$ cat src/hw/rtl/lsss_pkg.sv
// ----------------------------------------------------------------------------
// lsss_pkg
// Shared types and codes for the light and sound scene selector.
// ----------------------------------------------------------------------------
package lsss_pkg;

    localparam int LEVEL_W = 10;
    localparam int BRIGHT_W = 8;
    localparam int ANIM_W = 2;
    localparam int SCENE_W = 3;
    localparam int CFG_IDX_W = 3;
    localparam int CFG_DATA_W = 10;

    // register indexes on the configuration port
    localparam logic [CFG_IDX_W-1:0] REG_LIGHT_THR  = 3'd0;
    localparam logic [CFG_IDX_W-1:0] REG_LIGHT_HYST = 3'd1;
    localparam logic [CFG_IDX_W-1:0] REG_SOUND_MID  = 3'd2;
    localparam logic [CFG_IDX_W-1:0] REG_SOUND_HIGH = 3'd3;
    localparam logic [CFG_IDX_W-1:0] REG_SOUND_HYST = 3'd4;
    localparam logic [CFG_IDX_W-1:0] REG_BRIGHT_MAX = 3'd5;

    // reset values
    localparam logic [LEVEL_W-1:0]  RST_LIGHT_THR  = 10'd400;
    localparam logic [LEVEL_W-1:0]  RST_LIGHT_HYST = 10'd80;
    localparam logic [LEVEL_W-1:0]  RST_SOUND_MID  = 10'd250;
    localparam logic [LEVEL_W-1:0]  RST_SOUND_HIGH = 10'd550;
    localparam logic [LEVEL_W-1:0]  RST_SOUND_HYST = 10'd60;
    localparam logic [BRIGHT_W-1:0] RST_BRIGHT_MAX = 8'd120;

    // max*3/5 as (max*615) >> 10, exact for every 8-bit max
    localparam int THREE_FIFTHS_MUL = 615;
    localparam int THREE_FIFTHS_SHIFT = 10;

    localparam logic [ANIM_W-1:0] ANIM_OFF       = 2'd0;
    localparam logic [ANIM_W-1:0] ANIM_STATIC    = 2'd1;
    localparam logic [ANIM_W-1:0] ANIM_BREATHING = 2'd2;
    localparam logic [ANIM_W-1:0] ANIM_PULSE     = 2'd3;

    localparam logic [SCENE_W-1:0] SCENE_UNOCCUPIED = 3'd0;
    localparam logic [SCENE_W-1:0] SCENE_BRIGHT     = 3'd1;
    localparam logic [SCENE_W-1:0] SCENE_SOFT       = 3'd2;
    localparam logic [SCENE_W-1:0] SCENE_MEDIUM     = 3'd3;
    localparam logic [SCENE_W-1:0] SCENE_PARTY      = 3'd4;

    typedef enum logic [1:0] {
        BAND_LOW  = 2'd0,
        BAND_MID  = 2'd1,
        BAND_HIGH = 2'd2
    } band_t;

    typedef struct packed {
        logic [LEVEL_W-1:0]  light_thr;
        logic [LEVEL_W-1:0]  light_hyst;
        logic [LEVEL_W-1:0]  sound_mid;
        logic [LEVEL_W-1:0]  sound_high;
        logic [LEVEL_W-1:0]  sound_hyst;
        logic [BRIGHT_W-1:0] bright_max;
        logic [BRIGHT_W-1:0] bright_quarter;
        logic [BRIGHT_W-1:0] bright_three_fifths;
    } cfg_t;

    typedef struct packed {
        logic                is_dark;
        logic [BRIGHT_W-1:0] brightness;
        logic [ANIM_W-1:0]   animation;
        logic [SCENE_W-1:0]  scene;
        logic                lamp_on;
    } result_t;

endpackage

$ cat src/hw/rtl/lsss_cfg_regs.sv
// ----------------------------------------------------------------------------
// lsss_cfg_regs
// Configuration registers, with the scaled brightness levels worked out
// when the maximum is written.
// ----------------------------------------------------------------------------
module lsss_cfg_regs
    import lsss_pkg::*;
(
    input  logic                  clk,
    input  logic                  rst_n,
    input  logic                  cfg_write,
    input  logic [CFG_IDX_W-1:0]  cfg_index,
    input  logic [CFG_DATA_W-1:0] cfg_data,
    output cfg_t                  cfg
);

    cfg_t cfg_reg;
    cfg_t cfg_next;
    logic [BRIGHT_W-1:0] new_max;
    logic [BRIGHT_W+THREE_FIFTHS_SHIFT-1:0] scaled;

    assign new_max = cfg_data[BRIGHT_W-1:0];
    assign scaled = (BRIGHT_W+THREE_FIFTHS_SHIFT)'(new_max)
                  * (BRIGHT_W+THREE_FIFTHS_SHIFT)'(THREE_FIFTHS_MUL);

    always_comb
    begin
        cfg_next = cfg_reg;
        if (cfg_write)
        begin
            case (cfg_index)
                REG_LIGHT_THR:  cfg_next.light_thr  = cfg_data;
                REG_LIGHT_HYST: cfg_next.light_hyst = cfg_data;
                REG_SOUND_MID:  cfg_next.sound_mid  = cfg_data;
                REG_SOUND_HIGH: cfg_next.sound_high = cfg_data;
                REG_SOUND_HYST: cfg_next.sound_hyst = cfg_data;
                REG_BRIGHT_MAX:
                begin
                    cfg_next.bright_max = new_max;
                    cfg_next.bright_quarter = new_max >> 2;
                    cfg_next.bright_three_fifths =
                        scaled[THREE_FIFTHS_SHIFT +: BRIGHT_W];
                end
                default: ;
            endcase
        end
    end

    always_ff @(posedge clk or negedge rst_n)
    begin
        if (!rst_n)
        begin
            cfg_reg.light_thr  <= RST_LIGHT_THR;
            cfg_reg.light_hyst <= RST_LIGHT_HYST;
            cfg_reg.sound_mid  <= RST_SOUND_MID;
            cfg_reg.sound_high <= RST_SOUND_HIGH;
            cfg_reg.sound_hyst <= RST_SOUND_HYST;
            cfg_reg.bright_max <= RST_BRIGHT_MAX;
            cfg_reg.bright_quarter <= RST_BRIGHT_MAX >> 2;
            cfg_reg.bright_three_fifths <= BRIGHT_W'(
                (int'(RST_BRIGHT_MAX) * THREE_FIFTHS_MUL) >> THREE_FIFTHS_SHIFT);
        end
        else
        begin
            cfg_reg <= cfg_next;
        end
    end

    assign cfg = cfg_reg;

endmodule

$ cat src/hw/rtl/lsss_classify.sv
// ----------------------------------------------------------------------------
// lsss_classify
// Schmitt rules for the dark flag and the sound band, and the scene lookup.
// ----------------------------------------------------------------------------
module lsss_classify
    import lsss_pkg::*;
(
    input  cfg_t               cfg,
    input  logic               occupied,
    input  logic [LEVEL_W-1:0] light_level,
    input  logic [LEVEL_W-1:0] sound_level,
    input  logic               dark,
    input  band_t              band,
    output logic               dark_next,
    output band_t              band_next,
    output result_t            result
);

    logic [LEVEL_W:0] light_upper;
    logic [LEVEL_W:0] sound_plus_hyst;
    logic             light_low;
    logic             light_high;
    logic             dark_new;
    logic             snd_ge_high;
    logic             snd_ge_mid;
    logic             drop_high;
    logic             drop_mid;
    band_t            band_new;

    // compare level + hyst against threshold so a negative difference never wraps
    assign light_upper = {1'b0, cfg.light_thr} + {1'b0, cfg.light_hyst};
    assign sound_plus_hyst = {1'b0, sound_level} + {1'b0, cfg.sound_hyst};
    assign light_low  = light_level < cfg.light_thr;
    assign light_high = {1'b0, light_level} > light_upper;
    assign snd_ge_high = sound_level >= cfg.sound_high;
    assign snd_ge_mid  = sound_level >= cfg.sound_mid;
    assign drop_high = sound_plus_hyst < {1'b0, cfg.sound_high};
    assign drop_mid  = sound_plus_hyst < {1'b0, cfg.sound_mid};

    always_comb
    begin
        if (light_low)
            dark_new = 1'b1;
        else if (light_high)
            dark_new = 1'b0;
        else
            dark_new = dark;

        case (band)
            BAND_HIGH:
            begin
                if (!drop_high)
                    band_new = BAND_HIGH;
                else if (drop_mid)
                    band_new = BAND_LOW;
                else
                    band_new = BAND_MID;
            end
            BAND_MID:
            begin
                if (snd_ge_high)
                    band_new = BAND_HIGH;
                else if (drop_mid)
                    band_new = BAND_LOW;
                else
                    band_new = BAND_MID;
            end
            default:
            begin
                if (snd_ge_high)
                    band_new = BAND_HIGH;
                else if (snd_ge_mid)
                    band_new = BAND_MID;
                else
                    band_new = BAND_LOW;
            end
        endcase
    end

    always_comb
    begin
        dark_next = dark;
        band_next = band;
        result.is_dark = dark;
        result.brightness = '0;
        result.animation = ANIM_OFF;
        result.scene = SCENE_UNOCCUPIED;
        if (occupied)
        begin
            dark_next = dark_new;
            result.is_dark = dark_new;
            if (!dark_new)
            begin
                result.scene = SCENE_BRIGHT;
            end
            else
            begin
                band_next = band_new;
                case (band_new)
                    BAND_LOW:
                    begin
                        result.brightness = cfg.bright_quarter;
                        result.animation = ANIM_STATIC;
                        result.scene = SCENE_SOFT;
                    end
                    BAND_MID:
                    begin
                        result.brightness = cfg.bright_three_fifths;
                        result.animation = ANIM_BREATHING;
                        result.scene = SCENE_MEDIUM;
                    end
                    default:
                    begin
                        result.brightness = cfg.bright_max;
                        result.animation = ANIM_PULSE;
                        result.scene = SCENE_PARTY;
                    end
                endcase
            end
        end
        result.lamp_on = |result.brightness;
    end

endmodule

$ cat src/hw/rtl/light_sound_scene_selector.sv
// ----------------------------------------------------------------------------
// light_sound_scene_selector
// Picks lamp brightness, animation and scene from occupancy, light and sound,
// with hysteresis on the dark flag and on the three sound bands.
// ----------------------------------------------------------------------------
// One result beat per input beat. A beat waits in the input register, where
// its result is worked out against the current dark flag and sound band; both
// are updated as the beat moves on into the result register, where it sits
// until taken. With no stall on the output a new beat is accepted every cycle,
// and its result is offered from the edge after acceptance. A stalled output
// lets one more beat into the input register before the input stalls too.
// Configuration writes take effect at the next edge and should only be made
// while no beat is in flight.
module light_sound_scene_selector
    import lsss_pkg::*;
(
    input  logic                  clk,
    input  logic                  rst_n,
    input  logic                  cfg_write,
    input  logic [CFG_IDX_W-1:0]  cfg_index,
    input  logic [CFG_DATA_W-1:0] cfg_data,
    input  logic                  in_valid,
    output logic                  in_stall,
    input  logic                  occupied,
    input  logic [LEVEL_W-1:0]    light_level,
    input  logic [LEVEL_W-1:0]    sound_level,
    output logic                  out_valid,
    input  logic                  out_stall,
    output logic                  is_dark,
    output logic [BRIGHT_W-1:0]   brightness,
    output logic [ANIM_W-1:0]     animation,
    output logic [SCENE_W-1:0]    scene,
    output logic                  lamp_on
);

    cfg_t    cfg;
    logic    s1_valid_reg;
    logic    occupied_reg;
    logic [LEVEL_W-1:0] light_reg;
    logic [LEVEL_W-1:0] sound_reg;
    logic    dark_reg;
    logic    dark_next;
    band_t   band_reg;
    band_t   band_next;
    result_t result_next;
    result_t result_reg;
    logic    out_valid_reg;
    logic    s1_move;
    logic    in_take;

    lsss_cfg_regs u_cfg (
        .clk       (clk),
        .rst_n     (rst_n),
        .cfg_write (cfg_write),
        .cfg_index (cfg_index),
        .cfg_data  (cfg_data),
        .cfg       (cfg)
    );

    lsss_classify u_classify (
        .cfg         (cfg),
        .occupied    (occupied_reg),
        .light_level (light_reg),
        .sound_level (sound_reg),
        .dark        (dark_reg),
        .band        (band_reg),
        .dark_next   (dark_next),
        .band_next   (band_next),
        .result      (result_next)
    );

    // input stage moves on when the result register is free or being drained
    assign s1_move  = !out_valid_reg || !out_stall;
    assign in_stall = s1_valid_reg && !s1_move;
    assign in_take  = in_valid && !in_stall;

    always_ff @(posedge clk or negedge rst_n)
    begin
        if (!rst_n)
        begin
            s1_valid_reg  <= 1'b0;
            out_valid_reg <= 1'b0;
            dark_reg      <= 1'b0;
            band_reg      <= BAND_LOW;
        end
        else
        begin
            if (!in_stall)
                s1_valid_reg <= in_valid;
            if (s1_move)
                out_valid_reg <= s1_valid_reg;
            if (s1_valid_reg && s1_move)
            begin
                dark_reg <= dark_next;
                band_reg <= band_next;
            end
        end
    end

    always_ff @(posedge clk)
    begin
        if (in_take)
        begin
            occupied_reg <= occupied;
            light_reg    <= light_level;
            sound_reg    <= sound_level;
        end
        if (s1_valid_reg && s1_move)
            result_reg <= result_next;
    end

    assign out_valid  = out_valid_reg;
    assign is_dark    = result_reg.is_dark;
    assign brightness = result_reg.brightness;
    assign animation  = result_reg.animation;
    assign scene      = result_reg.scene;
    assign lamp_on    = result_reg.lamp_on;

endmodule

$ cat config.mk
export PLATFORM = sky130hd
export DESIGN_NAME = light_sound_scene_selector
export DESIGN_NICKNAME = d
export VERILOG_FILES = /design/src/hw/rtl/lsss_pkg.sv /design/src/hw/rtl/lsss_cfg_regs.sv /design/src/hw/rtl/lsss_classify.sv /design/src/hw/rtl/light_sound_scene_selector.sv
export SDC_FILE = /design/constraint.sdc
export NUM_CORES = 1
export LEC_CHECK = 0
export ABC_AREA = 1
export ABC_CLOCK_PERIOD_IN_PS = 5300
export CORE_ASPECT_RATIO = 2
export CORE_MARGIN = 2
export CORE_UTILIZATION = 39
export CTS_CLUSTER_DIAMETER = 100
export DETAILED_ROUTE_END_ITERATION = 10
export DONT_BUFFER_PORTS = 1
export GPL_TIMING_DRIVEN = 0
export HOLD_SLACK_MARGIN = 0.06
export SKIP_CTS_REPAIR_TIMING = 1
export SYNTH_ARGS = -nofsm -noshare
export SYNTH_HDL_FRONTEND = slang
export SYNTH_SLANG_ARGS = --single-unit
$ cat constraint.sdc
create_clock -name clk -period 5.3 [get_ports clk]
set_clock_uncertainty 0.05 [all_clocks]
set_input_delay 0.53 -clock clk [delete_from_list [all_inputs] [get_ports clk]]
set_output_delay 0.53 -clock clk [all_outputs]
set_load 0.01 [all_outputs]
## Yosys cells after proc, flatten, opt, wreduce, memory -nomap -nowiden

Index checks and enable logic that the tools add are counted.

| operators by class | value |
|---|---|
| $add $sub $neg | 2 |
| multiply operators | 1 |
| order comparisons | 6 |
| eq/ne operators | 8 |
| multiplexer cells | 12 |
| reductions and logical operators | 20 |

Operators with widths:

| operator | count |
|---|---|
| $pmux W13 S2 | 1 |
| $add A10 B10 Y11 | 2 |
| $lt A11 B10 Y1 | 2 |
| $ge A10 B10 Y1 | 2 |
| $mul A8 B10 Y18 const B | 1 |
| $reduce_and A2 Y1 | 8 |
| $mux W14 | 1 |
| $gt A10 B11 Y1 | 1 |
| $lt A10 B10 Y1 | 1 |
| $mux W10 | 1 |
| $reduce_or A8 Y1 | 1 |
| $eq A3 B2 Y1 const B | 2 |
| $eq A3 B3 Y1 const B | 2 |
| $mux W2 | 3 |
| $eq A2 B1 Y1 const B | 2 |
| $logic_not A1 Y1 | 4 |
| $mux W1 | 4 |
| $pmux W2 S2 | 1 |
| $eq A3 B1 Y1 const B | 1 |
| $logic_and A1 B1 Y1 | 3 |
| $logic_not A3 Y1 | 1 |
| $mux W3 | 1 |
| $reduce_and A3 Y1 | 1 |
| $eq A2 B2 Y1 const B | 1 |
| other kinds (2) | 2 |

| storage, ports and cells | value |
|---|---|
| bits in registers | 113 |
| input port bits | 39 |

## Longest topological paths before layout

| depth | value |
|---|---|
| depth in word-level cells | 10 |
| depth in mapped cells | 26 |
| depth with buffers taken out | 25 |

## Modules after synthesis

Synthesis repeated with hierarchy kept, for this count alone.

| unflattened totals | value |
|---|---|
| cells, all modules | 953 |
| area total of the unflattened synthesis | 8,082.8 um^2 |

Modules (own cells, without submodules):

| module | instances | cells each | area each (um^2) |
|---|---|---|---|
| lsss_cfg_regs | 1 | 471 | 4,051.4 |
| lsss_classify | 1 | 423 | 2,742.6 |
| light_sound_scene_selector | 1 | 59 | 1,288.7 |

## Worst setup path before layout

Ideal clock, no wire load.

| timing | value |
|---|---|
| kind | input to register |
| from | input port cfg_data[5] |
| to | register u_cfg.cfg_reg, in the netlist u_cfg.cfg[6] |
| arrival time | 3,828 ps |
| data required time | 5,161 ps |
| path slack | 1,333 ps |
| cell stages on the path | 17 |
| cell sequence | fa_1 > inv_1 > fa_1 > fa_1 > inv_1 > fa_1 > ha_1 > a21oi_1 > o21ai_0 > nand4_1 > nand3_1 > a21oi_1 > nor2_1 > nor2_1 > nand2_1 > nand2_1 > o22ai_1 |

| between the ends | value |
|---|---|
| word-level cells in the longest chain between the ends | 1 |

Ends and longest elaborated chain:

| what | RTL line | text |
|---|---|---|
| start: declaration | light_sound_scene_selector.sv:21 | `input logic [CFG_DATA_W-1:0] cfg_data,` |
| $mul A8 B10 Y18 | lsss_cfg_regs.sv:24 | `* (BRIGHT_W+THREE_FIFTHS_SHIFT)'(THREE_FIFTHS_MUL);` |
| end signal: assignment | lsss_cfg_regs.sv:65 | `cfg_reg <= cfg_next;` |
| end: declaration | lsss_cfg_regs.sv:17 | `cfg_t cfg_reg;` |

No other way between the ends.
A chain may end at the register's enable or synchronous reset.

## Final worst setup path

Same ends and word-level chain as after synthesis.

==> qor.csv <==
metric,value,unit
Worst VDD drop,0.161,mV
Syn Inst Count,849,
number of diodes,0,
wl on met1,6180,µm
Crit Path Class,primary input to flop,
root buf cell,clkbuf_16,
outcome,finished clean,
CTS tree,done,
final worst path period share,0.757,
top routing layer used,met4,
crit path time final,4.01,ns
maximum level of the CTS H-tree,3,
total track usage,0.184,
met3 routed WL,432,µm
mux contribution to synthesized area,0,
R2R setup slack,1.49,ns
largest net degree at the start of global routing,72,
clock-pin slew on the worst setup and hold paths,0.07,ns
Avg Inst Size Synth,8.92,µm²
Final WS setup,1.29,ns
Setup crit end,u_cfg.cfg[6],
io pins,56,
compound-cell area share of the yosys netlist,0.107,
# setup viols final,0,
Floorplan Core Area,0.0192,mm²
initial antenna violation count,0,
cell leakage power,4.11,nW
Fmax,0.249,GHz
xor/xnor share of the synthesized area,0.0197,
Comb pwr share,0.457,
synth unique cells,45,
synthesized-area fraction occupied by adder cells,0.250,
final hold violation count,0,
aggregate negative setup slack,0,ns
"Seq/Total Area, Yosys",0.382,
syn nets,1029,
Pwr Density,415,mW/mm²
"commonest non-fill, non-tap cell in the layout",nand2_1,
die height,201,µm
Initial Util,0.395,
metal2 WL,10300,µm
pre-CTS WS,0.900,ns
Rel. slew slack,0.181,
share of layout cells above drive strength 1,0.0865,
switching share of power,0.405,
worst skew pair latency,0.36,ns
I/O Buffers,0,
drt first pass iters,4,
die width,103,µm
number of flip-flops in the largest register,66,
gr ovfl total,0,
Worst Path Arrival,4.24,ns
most frequent cells in the layout,"195 x nand2_1, 124 x ha_1, 118 x inv_1, 64 x o21ai_0, 46 x dfrtp_1",
Area Growth Syn to Fin,8.64,%
post-route ant nets,0,
YS warnings,0,
vias in the first global route,5808,
die area,0.0206,mm²
routability cong.,0.858,
Clock Path Buffers,2,
share of the core filled with cells,0.429,
residual DRC count,0,
"Req. time, crit path",5.53,ns
first-pass GRT wire length,28600,µm
vias,5622,
cts bufs inserted,9,
sequential power share,0.348,
hpwl dp,14500,µm
# nets final,1042,
Startpoint Class,primary input,
worst hold path type,primary input to flop,
unrepaired setup endpoints after global routing,no,
Internal,2.03,mW
Clock Power Share,0.194,
Initial DRC Count,250,
worst slew pin tran,1.22,ns
crit path from,cfg_data[5],
FP Rows,72,
reg-to-reg startpoint,sound_reg[2],
final instance area,0.00823,mm²
"critical path fanouts, max",6,
vias per inst,4.99,
largest family of logic cells by synthesized area,adder cells,
sw power,1.38,mW
R2R Path End,lamp_on,
Crit. End Element,flop,
simple-gate area share of the yosys netlist,0.170,
Placement Cell Area,0.00790,mm²
CTS Sinks,107,
R2R cell count,25,
Synth Cell Area,0.00757,mm²
hold_ws,0.210,ns
FILL cells,1941,
wire per inst,15.7,µm
Max Slew Vio Count,0,
Synth Register Bits,107,
WL final,17700,µm
total of max-cap violations,0,
[cell type report]
class,instances,area (µm²),share of cell area
well taps,259,324,0.0394
inverters,127,484,0.0589
clock inverters,3,21.3,0.00259
plain buffers,15,65.1,0.00791
repair buffers,2,37.5,0.00456
flip-flops and latches,107,2890,0.351
multi-input cells,600,4130,0.502
clock buffers,13,272,0.0330
[routing by layer]
| metal | GRT usage | up-vias |
|---|---|---|
| met5 | 0 | - |
| met4 | 0.0900 | 0 |
| met3 | 0.0261 | 35 |
| met2 | 0.361 | 78 |
| met1 | 0.175 | 2670 |
| li1 | - | 2839 |
[synthesized netlist by cell type]
master / n / area, µm²
nand3_2: 2 / 20.0
o21ai_2: 1 / 8.76
clkbuf_1: 13 / 48.8
o21ai_0: 64 / 320
o2111ai_1: 2 / 17.5
nand2_1: 195 / 732
o31a_1: 1 / 8.76
a21o_1: 3 / 22.5
ha_1: 124 / 1550
inv_4: 1 / 6.26
dfrtp_1: 46 / 1150
nor4_1: 1 / 6.26
clkinv_1: 2 / 7.51
inv_2: 5 / 18.8
xnor2_1: 8 / 70.1
fa_1: 17 / 340
a21oi_1: 44 / 220
a31oi_1: 6 / 37.5
o21ai_1: 8 / 40.0
o211ai_1: 2 / 15.0
nor2_2: 1 / 6.26
nand2_4: 3 / 33.8
nand3_1: 29 / 145
nor3_1: 5 / 25.0
nand2_2: 8 / 50.1
dfstp_2: 25 / 657
nand3b_1: 3 / 22.5
a221oi_1: 1 / 8.76
a21boi_0: 1 / 7.51
o21a_1: 3 / 22.5
inv_1: 118 / 443
a21oi_2: 3 / 26.3
or2_2: 6 / 37.5
buf_6: 1 / 11.3
o21bai_1: 5 / 37.5
nor2_1: 31 / 116
edfxtp_1: 36 / 1080
a31o_2: 1 / 8.76
inv_6: 1 / 8.76
nand2_8: 1 / 20.0
nand4_1: 10 / 62.6
o22ai_1: 1 / 6.26
xor2_1: 9 / 78.8
or2_1: 1 / 6.26
buf_2: 1 / 5.00
[power by group through the flow]
stage | clock [mW] | combinational, mW | sequential, mW
finish | 0.663 | 1.56 | 1.19
floorplan | 0 | 1.20 | 1.16
global placement | 0 | 1.52 | 1.20
detailed placement | 0 | 1.56 | 1.21
global route | 0.709 | 1.82 | 1.21
CTS | 0.684 | 1.57 | 1.19
[stage by stage]
| step | power (mW) | instances |
|---|---|---|
| 3_3_place_gp | 2.73 | 1108 |
| 5_1_grt | 3.74 | 1126 |
| 6_report | 3.42 | 1126 |
| 3_5_place_dp | 2.77 | 1108 |
| 2_1_floorplan | 2.36 | 849 |
| 4_1_cts | 3.45 | 1124 |
[cell families (layout without fill, tap and decap cells)]
family,count (synthesis),after routing
and+or+nand+nor,296,296
DFF,107,107
AOI/OAI and AO/OA,146,146
buffers and inverters,142,160
adders and majority gates,141,141
xor gates and xnor gates,17,17
[worst max-delay path, cell delays in order]
cell and delay, ns:
fa_1 0.52, inv_1 0.05, fa_1 0.46, fa_1 0.51, inv_1 0.06, fa_1 0.55, ha_1 0.37, a21oi_1 0.16
o21ai_0 0.13, nand4_1 0.10, nand3_1 0.13, a21oi_1 0.23, nor2_1 0.08, nor2_1 0.17, nand2_1 0.07, nand2_1 0.06
o22ai_1 0.06
[worst min-delay path by stage]
stage	endpoint	depth (start not counted)	startpoint	slack, ns
floorplan	band_reg[0]	0	rst_n	0.18
global placement	u_cfg.cfg[64]	0	rst_n	0.19
detailed placement	u_cfg.cfg[64]	0	rst_n	0.19
CTS	u_cfg.cfg[66]	0	rst_n	-0.20
global route	occupied_reg	0	occupied	0.19
finish	occupied_reg	0	occupied	0.21
(Power assumes the default switching activity.)
